### src/ise_pkg.sv
// Shared types and constants for the insertion sort engine.
// Used by the controller, the datapath, the top level and the checker.
`default_nettype none

package ise_pkg;

    localparam int MAX_KEYS = 64;
    localparam int KEY_BITS = 16;
    localparam int VAL_W    = 16;
    localparam int CMP_W    = 12;
    localparam int IDX_W    = $clog2(MAX_KEYS);
    localparam int CNT_W    = $clog2(MAX_KEYS + 1);

    typedef logic [KEY_BITS-1:0] t_key;
    typedef logic [IDX_W-1:0]    t_idx;
    typedef logic [CNT_W-1:0]    t_cnt;
    typedef logic [CMP_W-1:0]    t_cmp;

    localparam t_cmp CMP_MAX = '1;

    typedef enum logic [2:0] {
        S_IDLE,
        S_PICK_RD,
        S_PICK_WAIT,
        S_CMP,
        S_PLACE,
        S_OUT_RD,
        S_OUT
    } t_state;

    // Commands from the controller to the datapath.
    typedef struct packed {
        logic load;
        logic rd_pick;
        logic take_pick;
        logic shift;
        logic place;
        logic next_out;
        logic finish;
    } t_cmd;

    // Status from the datapath to the controller.
    typedef struct packed {
        logic i_done;
        logic le;
        logic pos_one;
        logic k_last;
    } t_status;

endpackage

`default_nettype wire

### src/ise_datapath.sv
// Datapath of the sort engine: key memory, sort indexes, pick register and counters.
// Depends on ise_pkg; driven by the command word of ise_ctrl.
`default_nettype none

module ise_datapath import ise_pkg::*; (
    input  logic             i_clk,
    input  logic             i_rst_n,
    input  t_cmd             i_cmd,
    input  logic [VAL_W-1:0] i_value,
    output t_status          o_status,
    output logic [VAL_W-1:0] o_sorted_value,
    output logic [CMP_W-1:0] o_comparisons,
    output logic             o_dropped
);

    t_key r_mem [MAX_KEYS];
    t_key r_rdata;
    t_key r_pick;
    t_cnt r_count;
    t_cnt r_i;
    t_idx r_pos;
    t_idx r_k;
    t_cmp r_cmp;
    logic r_overflow;

    t_cnt n_count;
    t_cmp n_cmp;
    logic n_overflow;

    logic room;
    logic wr_en;
    t_idx wr_addr;
    t_key wr_data;
    t_idx rd_addr;

    assign room = r_count < CNT_W'(MAX_KEYS);

    // Single write port: load, shift of an entry up one place, or final placement.
    always_comb begin
        wr_en   = (i_cmd.load && room) || i_cmd.shift || i_cmd.place;
        wr_addr = i_cmd.load ? r_count[IDX_W-1:0] : r_pos;
        if (i_cmd.load) begin
            wr_data = KEY_BITS'(i_value);
        end else if (i_cmd.shift) begin
            wr_data = r_rdata;
        end else begin
            wr_data = r_pick;
        end
    end

    // Single read port. While shifting, the entry below the next hole is fetched
    // so that one shift completes every cycle.
    always_comb begin
        if (i_cmd.rd_pick) begin
            rd_addr = r_i[IDX_W-1:0];
        end else if (i_cmd.take_pick) begin
            rd_addr = r_pos - IDX_W'(1);
        end else if (i_cmd.shift) begin
            rd_addr = r_pos - IDX_W'(2);
        end else begin
            rd_addr = r_k;
        end
    end

    always_ff @(posedge i_clk) begin
        if (wr_en) begin
            r_mem[wr_addr] <= wr_data;
        end
        r_rdata <= r_mem[rd_addr];
    end

    always_comb begin
        n_count    = r_count;
        n_cmp      = r_cmp;
        n_overflow = r_overflow;
        if (i_cmd.load) begin
            if (room) begin
                n_count = r_count + CNT_W'(1);
            end else begin
                n_overflow = 1'b1;
            end
        end
        if ((i_cmd.shift || i_cmd.place) && (r_cmp != CMP_MAX)) begin
            n_cmp = r_cmp + CMP_W'(1);
        end
        if (i_cmd.finish) begin
            n_count    = '0;
            n_cmp      = '0;
            n_overflow = 1'b0;
        end
    end

    always_ff @(posedge i_clk) begin
        if (!i_rst_n) begin
            r_count    <= '0;
            r_cmp      <= '0;
            r_overflow <= 1'b0;
        end else begin
            r_count    <= n_count;
            r_cmp      <= n_cmp;
            r_overflow <= n_overflow;
        end
    end

    always_ff @(posedge i_clk) begin
        if (i_cmd.load) begin
            r_i <= CNT_W'(1);
            r_k <= '0;
        end else if (i_cmd.place) begin
            r_i <= r_i + CNT_W'(1);
        end
        if (i_cmd.rd_pick) begin
            r_pos <= r_i[IDX_W-1:0];
        end else if (i_cmd.shift) begin
            r_pos <= r_pos - IDX_W'(1);
        end
        if (i_cmd.take_pick) begin
            r_pick <= r_rdata;
        end
        if (i_cmd.next_out) begin
            r_k <= r_k + IDX_W'(1);
        end
    end

    always_comb begin
        o_status.i_done  = r_i >= r_count;
        o_status.le      = r_pick <= r_rdata;
        o_status.pos_one = r_pos == IDX_W'(1);
        o_status.k_last  = (CNT_W'(r_k) + CNT_W'(1)) == r_count;
    end

    assign o_sorted_value = VAL_W'(r_rdata);
    assign o_comparisons  = r_cmp;
    assign o_dropped      = r_overflow;

endmodule

`default_nettype wire

### src/ise_ctrl.sv
// Controller of the sort engine: sequences loading, the insertion passes and output.
// Depends on ise_pkg; issues the command word for ise_datapath.
`default_nettype none

module ise_ctrl import ise_pkg::*; (
    input  logic    i_clk,
    input  logic    i_rst_n,
    input  logic    start,
    input  logic    i_last,
    input  t_status i_status,
    output t_cmd    o_cmd,
    output logic    busy,
    output logic    o_valid
);

    t_state r_state;
    t_state n_state;

    always_ff @(posedge i_clk) begin
        if (!i_rst_n) begin
            r_state <= S_IDLE;
        end else begin
            r_state <= n_state;
        end
    end

    always_comb begin
        n_state = r_state;
        unique case (r_state)
            S_IDLE: begin
                if (start && i_last) begin
                    n_state = S_PICK_RD;
                end
            end
            S_PICK_RD: begin
                n_state = i_status.i_done ? S_OUT_RD : S_PICK_WAIT;
            end
            S_PICK_WAIT: begin
                n_state = S_CMP;
            end
            S_CMP: begin
                if (!i_status.le) begin
                    n_state = S_PICK_RD;
                end else if (i_status.pos_one) begin
                    n_state = S_PLACE;
                end
            end
            S_PLACE: begin
                n_state = S_PICK_RD;
            end
            S_OUT_RD: begin
                n_state = S_OUT;
            end
            S_OUT: begin
                n_state = i_status.k_last ? S_IDLE : S_OUT_RD;
            end
            default: begin
                n_state = S_IDLE;
            end
        endcase
    end

    always_comb begin
        o_cmd   = '0;
        busy    = 1'b1;
        o_valid = 1'b0;
        unique case (r_state)
            S_IDLE: begin
                busy       = 1'b0;
                o_cmd.load = start;
            end
            S_PICK_RD: begin
                o_cmd.rd_pick = !i_status.i_done;
            end
            S_PICK_WAIT: begin
                o_cmd.take_pick = 1'b1;
            end
            S_CMP: begin
                o_cmd.shift = i_status.le;
                o_cmd.place = !i_status.le;
            end
            S_PLACE: begin
                o_cmd.place = 1'b1;
            end
            S_OUT_RD: begin
            end
            S_OUT: begin
                o_valid        = 1'b1;
                o_cmd.next_out = !i_status.k_last;
                o_cmd.finish   = i_status.k_last;
            end
            default: begin
            end
        endcase
    end

endmodule

`default_nettype wire

### src/insertion_sort_engine.sv
// Insertion sort engine.
// Input: a word is taken at a clock edge with start high and busy low. Each word carries
// i_value and i_last; i_last closes the set. Up to MAX_KEYS (64) words are stored,
// further words of the set are discarded and o_dropped is raised on its results.
// A word that does not close the set leaves busy low.
// After the closing word the keys are sorted in place in a key memory with one read
// and one write port. Each key in turn is read into the pick register and compared
// with the earlier keys from the top down; each larger or equal key is shifted up one
// place until a smaller key or the bottom is reached, and the key is then placed.
// Output: the n sorted words then follow, each shown for one cycle with o_valid high;
// o_final_res marks the last one. o_comparisons and o_dropped are the same on all
// results of a set. busy is high from the closing word until the cycle after the last
// result; the receiver cannot stall and must take every word.
// Reset (synchronous, active low) empties the open set and returns to idle; the
// key memory is not cleared since only written entries are read.
// Depends on ise_pkg, ise_ctrl and ise_datapath.
`default_nettype none

module insertion_sort_engine import ise_pkg::*; (
    input  logic             i_clk,
    input  logic             i_rst_n,
    input  logic             start,
    output logic             busy,
    input  logic [VAL_W-1:0] i_value,
    input  logic             i_last,
    output logic             o_valid,
    output logic [VAL_W-1:0] o_sorted_value,
    output logic             o_final_res,
    output logic [CMP_W-1:0] o_comparisons,
    output logic             o_dropped
);

    t_cmd    cmd;
    t_status status;

    ise_ctrl u_ctrl (
        .i_clk    (i_clk),
        .i_rst_n  (i_rst_n),
        .start    (start),
        .i_last   (i_last),
        .i_status (status),
        .o_cmd    (cmd),
        .busy     (busy),
        .o_valid  (o_valid)
    );

    ise_datapath u_dp (
        .i_clk          (i_clk),
        .i_rst_n        (i_rst_n),
        .i_cmd          (cmd),
        .i_value        (i_value),
        .o_status       (status),
        .o_sorted_value (o_sorted_value),
        .o_comparisons  (o_comparisons),
        .o_dropped      (o_dropped)
    );

    assign o_final_res = status.k_last;

endmodule

`default_nettype wire

### config.mk
export PLATFORM = sky130hd
export DESIGN_NAME = insertion_sort_engine
export DESIGN_NICKNAME = d
export VERILOG_FILES = /design/src/ise_pkg.sv /design/src/ise_datapath.sv /design/src/ise_ctrl.sv /design/src/insertion_sort_engine.sv
export SDC_FILE = /design/constraint.sdc
export NUM_CORES = 1
export LEC_CHECK = 0
export BUFFER_PORTS_ARGS = -buffer_cell sky130_fd_sc_hd__clkbuf_2
export CAP_MARGIN = 20
export CORE_ASPECT_RATIO = 0.6
export CORE_UTILIZATION = 35
export CTS_CLUSTER_SIZE = 28
export DETAILED_ROUTE_END_ITERATION = 12
export HOLD_SLACK_MARGIN = 0.06
export PLACE_DENSITY = 0.5
export SETUP_SLACK_MARGIN = 0.05
export SYNTH_ARGS = -nofsm -noshare
export SYNTH_HDL_FRONTEND = slang
export SYNTH_SLANG_ARGS = --single-unit
### constraint.sdc
create_clock -name i_clk -period 7.3 [get_ports i_clk]
set_input_delay 1.46 -clock i_clk [delete_from_list [all_inputs] [get_ports i_clk]]
set_output_delay 1.46 -clock i_clk [all_outputs]
set_load 0.005 [all_outputs]
==> run_results.csv, run 1 <==
group,metric,value,unit
critical_path,reg2reg_depth,14,
grt,grt_overflow_total,0,
grt,grt_pass1_wl,198000,microns
final_layout,n_fill_cell,11600,
final_layout,stdcell_count,5165,
worst_hold_path,hold_start,"u_dp.o_sorted_value[9]$_DFF_P_",
critical_path,worstPathMaxFanout,31,
clock_network,clkSinkCount,1098,
floorplanning,num_rows,100,
final_layout,fin_nets,3454,
route,wirelength,139000,microns
placed_design,portBuffers,51,
clock_network,ctsHoldBuffers,0,
synth,synth_area_per_cell,13.4,sq um
grt,gr-usage-all-layers,0.215,
clock_network,postCtsSetupBuffers,0,
critical_path,r2r_start,"u_dp.r_count[5]$_SDFFE_PP0P_",
route,ant_nets,0,
placed_design,post-dp-hpwl,82000,microns
synth,yosys_warnings,0,
timing,slew_headroom,0.164,
synth,ys_ff_latch,1098,
synth,synthCells,3322,
critical_path,arrival,6.63,ns
placed_design,place_congestion,0.926,
critical_path,worstSetupStartpointType,"register",
timing,period_share,0.816,
job,drv_cap,0,
synth,synth_cell_types,72,
placed_design,placed_cells,4979,
critical_path,r2r_slack,1.34,ns
synth,synth_top_area_frac,0.711,
clock_network,cts-buffers-inserted,100,
clock_network,cts-htree-levels,3,
synth,seq_area_frac_synth,0.732,
clock_network,clock_path_buffers,3,
critical_path,endpoint_kind,"register",
timing,rsz0062_at_grt,"no",
route,drcViolationCount,0,
clock_network,clkTransAtPathRegs,0.07,ns
route,vias,28300,
timing,fin_tns_setup,0,ns
power,power_density,399,nW/um^2
timing,max_freq,168,MHz
route,wl_per_cell,26.9,microns
floorplanning,core_region_area,125000,sq um
floorplanning,ioPinCount,52,
floorplanning,initial_core_util,0.355,
critical_path,cp-endpoint,"u_dp.o_sorted_value[0]$_DFF_P_",
synth,syn_nets,3373,
synth,synthTopCellsByArea,"edfxtp_1 71%, nand2_1 6.8%, nand3_1 4.1%",
critical_path,path_class,"register to register",
clock_network,ctsResizeCount,0,
synth,synthTopCellsByCount,"1052 x edfxtp_1, 802 x nand2_1, 367 x nand3_1",
timing,setup_viol,0,
power,p_leak,16.9,nW
critical_path,r2r_end,"u_dp.o_sorted_value[0]$_DFF_P_",
synth,async_flop_share,0,
synth,synth_ff_type,"edfxtp_1",
route,via_per_inst,5.47,
final_layout,drive_gt1_frac,0.117,
final_layout,area_growth,13.9,%
synth,synth_top_area_cell,"edfxtp_1",
timing,finClkSkew,0.0456,ns
timing,whs,0.470,ns
grt,antenna_found_initial,8,
timing,min_period,5.96,ns
status,outcome,"complete, no violations",
timing,worst_pin_slew,1.25,ns
timing,hold_viol_final,0,
floorplanning,fp.dieArea,128000,sq um
synth,syn_area,44400,sq um
floorplanning,chipWidth,462,microns
critical_path,crit_path_start,"u_dp.r_count[5]$_SDFFE_PP0P_",
clock_network,cts_tree,"done",
grt,grt_pass1_vias,25900,
route,drt_iter0_drc,3812,
critical_path,crit_required,7.98,ns
clock_network,clockRootBuffer,"clkbuf_16",
timing,final_max_slew_viol_count,0,
floorplanning,die_h,278,microns
synth,synth_enable_flop_cells,1052,
worst_hold_path,hold_class,"register to register",
grt,grt_max_degree,133,
synth,yosysMostFrequentCell,"edfxtp_1",
route,drtPass1Iterations,5,
clock_network,clk_latency,0.73,ns
power,vdd_drop_max,0.357,mV
==> layout make-up <==
cell class,instances,area (sq um),share of cell area
Antenna cell,1,2.50,0.0000494
Clock buffer,135,2750,0.0543
Clock inverter,45,563,0.0111
Inverter,31,116,0.00230
Multi-Input combinational cell,1995,11200,0.222
Sequential cell,1098,32500,0.642
Tap cell,1683,2110,0.0416
Timing Repair Buffer,177,1330,0.0262
==> power breakdown <==
group	leakage (nW)	switching, mW	internal [mW]
clock network	1.60	2.40	3.03
logic	5.45	5.19	1.76
registers	9.88	0.156	7.64
==> routing by layer <==
layer	track usage	up-vias	wire, microns
met4	0.0394	0	2010
met1	0.353	14400	68600
met3	0.0500	128	12600
li1	-	12500	-
met5	0	-	0
met2	0.282	1203	55900
==> logic make-up (layout without fill, tap and decap cells) <==
kind of cell / after synthesis / in the layout / share of synthesized area
xor gates and xnor gates: 40 / 40 / 0.00788
and+or+nand+nor: 1406 / 1406 / 0.135
adders and majority gates: 31 / 31 / 0.00873
AOI/OAI and AO/OA: 413 / 413 / 0.0619
muxes: 105 / 105 / 0.0327
other: 0 / 1 / 0
DFF: 1098 / 1098 / 0.732
buffers and inverters: 229 / 388 / 0.0222
==> worst min-delay path by stage <==
stage,cells after the start,slack (ns),endpoint
after floorplan,0,0.45,u_dp.r_pick[10]$_DFFE_PP_
final,0,0.47,u_dp.r_pick[9]$_DFFE_PP_
after detailed placement,0,0.45,u_dp.r_pick[9]$_DFFE_PP_
after CTS,0,0.47,u_dp.r_pick[9]$_DFFE_PP_
after global routing,0,0.48,u_dp.r_pick[9]$_DFFE_PP_
after global placement,0,0.44,u_dp.r_pick[14]$_DFFE_PP_
==> layout by cell type (no fill, tap or decap), types with 13 or more instances in the layout <==
cell type,Yosys,layout
buf_4,5,115
mux4_2,32,32
clkbuf_16,0,102
o21ai_4,0,16
ha_1,31,31
dfxtp_1,46,46
a311o_1,15,15
nand2b_1,13,13
nor3_1,25,24
clkbuf_2,0,51
inv_1,29,29
nor2_2,5,15
a31oi_1,52,51
nand3_1,367,367
a22oi_1,17,17
mux2i_1,72,72
clkbuf_1,117,26
nand2_1,802,802
o2111ai_1,15,15
o311ai_0,14,14
xor2_1,18,18
xnor2_1,22,22
nor2_1,136,118
a32oi_1,46,46
a21oi_1,142,142
clkinv_1,1,20
nand4_1,30,30
edfxtp_1,1052,1052
o21ai_0,58,42
==> flip-flops by register name, indices dropped and copies added (netlist names) <==
signal               flops
u_ctrl.r_state           3
u_dp.o_dropped           1
u_dp.o_sorted_value     16
u_dp.o_comparisons      12
u_dp.r_mem            1024
u_dp.r_pos               6
u_dp.r_pick             16
u_dp.r_i                 7
u_dp.r_k                 6
u_dp.r_count             7
==> per-stage QoR <==
stage,area (sq um),total power [mW],setup WS [ns],utilization
finish,50600,20.2,1.34,0.405
global route,50600,21.0,1.26,0.405
CTS,50600,20.2,1.51,0.405
detailed placement,47300,14.8,1.56,0.378
global placement,47200,14.8,1.55,0.378
floorplan,44400,11.8,1.95,-
==> critical path, cell delays in order (launching register included) <==
cell,delay (ns)
dfxtp_1,0.44
inv_1,0.16
ha_1,0.29
and2_1,0.18
nand3_1,0.14
o21a_1,0.33
nor2_1,0.63
o31ai_1,0.24
o21a_1,0.49
buf_4,0.35
nor2_4,0.55
buf_4,0.60
nand3_1,0.17
a31oi_1,0.99
a311o_1,0.22
(Power assumes the default switching activity.)
==> run 2, diff against run 1 <==
PLACE_DENSITY = 0.52   (was 0.5)
clock period = 4.84 ns   (was 7.3 ns; I/O delays follow)
==> run_results.csv, run 2 (synthesis results as in run 1) <==
group,metric,value,unit
timing,whs,0.459,ns
power,total_power,31.1,mW
route,drtPass1Iterations,6,
grt,gr-usage-all-layers,0.213,
power,switchingPower,11.8,mW
job,drv_cap,0,
route,wl_per_cell,26.0,microns
final_layout,drive_gt1_frac,0.147,
clock_network,clockRootBuffer,"clkbuf_16",
floorplanning,fp.dieArea,128000,sq um
timing,setup_viol,0,
floorplanning,die_h,278,microns
grt,grt_overflow_total,0,
grt,grt_pass1_wl,196000,microns
power,p_leak,17.6,nW
timing,max_freq,213,MHz
final_layout,top_register,"u_dp.r_mem",
critical_path,path_class,"register to register",
final_layout,largest_reg_flops,1024,
power,power_frac_seq,0.377,
status,outcome,"complete, no violations",
power,clkPwrFrac,0.247,
power,power_density,602,nW/um^2
clock_network,clkSinkCount,1098,
critical_path,worstPathMaxFanout,27,
critical_path,worstSetupStartpointType,"register",
floorplanning,core_region_area,125000,sq um
clock_network,clock_path_buffers,3,
clock_network,clkTransAtPathRegs,0.07,ns
clock_network,clk_latency,0.70,ns
power,comb_power_share,0.376,
clock_network,ctsHoldBuffers,0,
final_layout,final_cell_mix,"1052 x edfxtp_1, 802 x nand2_1, 367 x nand3_1",
route,via_per_inst,5.36,
route,wirelength,138000,microns
timing,finClkSkew,0.0336,ns
critical_path,crit_required,5.47,ns
power,swShare,0.379,
clock_network,cts-buffers-inserted,96,
power,internal-power,19.3,mW
route,vias,28400,
clock_network,cts_tree,"done",
timing,slew_headroom,0.340,
route,drcViolationCount,0,
final_layout,seq_area,32500,sq um
final_layout,multi_input_area,11200,sq um
timing,worst_pin_slew,0.986,ns
final_layout,fin_nets,3583,
floorplanning,chipWidth,462,microns
critical_path,endpoint_kind,"register",
clock_network,cts-htree-levels,3,
placed_design,place_congestion,0.899,
floorplanning,num_rows,100,
placed_design,portBuffers,51,
final_layout,n_fill_cell,11500,
power,vdd_drop_max,0.355,mV
route,drt_iter0_drc,3373,
critical_path,arrival,5.32,ns
final_layout,area_growth,16.2,%
worst_hold_path,hold_class,"register to register",
timing,period_share,0.969,
floorplanning,ioPinCount,52,
timing,rsz0062_at_grt,"yes",
grt,antenna_found_initial,5,
placed_design,post-dp-hpwl,87900,microns
timing,min_period,4.69,ns
timing,final_max_slew_viol_count,0,
route,ant_nets,0,
floorplanning,initial_core_util,0.355,
final_layout,final_util,0.413,
final_layout,layout_commonest_cell,"edfxtp_1",
timing,hold_viol_final,0,
grt,grt_pass1_vias,26500,
grt,grt_max_degree,65,
run 2: repair_timing:
| item | CTS | global route |
|---|---|---|
| buffers inserted | 0 | 1 |
| setup endpoints to repair | 6 | 16 |
| resized for setup | 7 | 4 |
| pin swaps | 0 | 1 |
run 2: final cells by class:
class | instances | share of cell area
multi-input cells | 1995 | 0.217
diodes | 1 | 0.0000485
repair buffers | 310 | 0.0513
flip-flops and latches | 1098 | 0.630
inverters | 31 | 0.00225
clock buffers | 117 | 0.0497
clock inverters | 57 | 0.00901
well taps | 1683 | 0.0408
run 2: worst max-delay path, stage by stage, from the launching register on:
cell	delay, ns
dfxtp_1	0.46
inv_1	0.11
ha_1	0.34
a21oi_1	0.15
a2111oi_2	0.58
nor3b_2	0.18
o211ai_1	0.30
o211a_4	0.73
buf_12	0.26
buf_4	0.20
nand2_1	0.07
nand3_1	0.08
nand3_1	0.08
a31oi_1	0.74
a311o_1	0.29
run 2: per-layer routing:
metal	vias to the layer above	wire length, microns	global-route usage
met2	1190	55200	0.284
li1	12800	-	-
met3	143	15600	0.0773
met4	2	2700	0.0500
met5	-	13	0
met1	14300	64200	0.323
run 2: path summary, 6_finish.rpt:
check | startpoint | end | slack [ns] | cells past startpoint
max | u_dp.o_sorted_value[3]$_DFF_P_ | u_dp.o_sorted_value[13]$_DFF_P_ | 0.15 | 14
min | u_dp.o_sorted_value[11]$_DFF_P_ | u_dp.r_pick[11]$_DFFE_PP_ | 0.46 | 0
max reg2reg | u_dp.o_sorted_value[3]$_DFF_P_ | u_dp.o_sorted_value[13]$_DFF_P_ | 0.15 | 14
min reg2reg | u_dp.o_sorted_value[11]$_DFF_P_ | u_dp.r_pick[11]$_DFFE_PP_ | 0.46 | 0
run 2: power by group through the flow:
stage / sequential, mW / clock (mW) / combinational [mW]
6_report: 11.7 / 7.66 / 11.7
5_1_grt: 11.7 / 8.11 / 12.4
4_1_cts: 11.7 / 7.78 / 11.6
3_5_place_dp: 11.9 / 0 / 11.6
3_3_place_gp: 11.9 / 0 / 11.6
2_1_floorplan: 11.9 / 0 / 5.84
run 2: stage by stage:
step	setup slack (ns)	setup TNS [ns]	instances	area [sq um]
floorplan	0.596	0	3322	44400
global placement	-0.0635	-0.0635	5116	48600
detailed placement	-0.141	-0.145	5116	48600
CTS	0.0639	0	5290	51600
global route	0.0396	0	5292	51600
finish	0.150	0	5292	51600
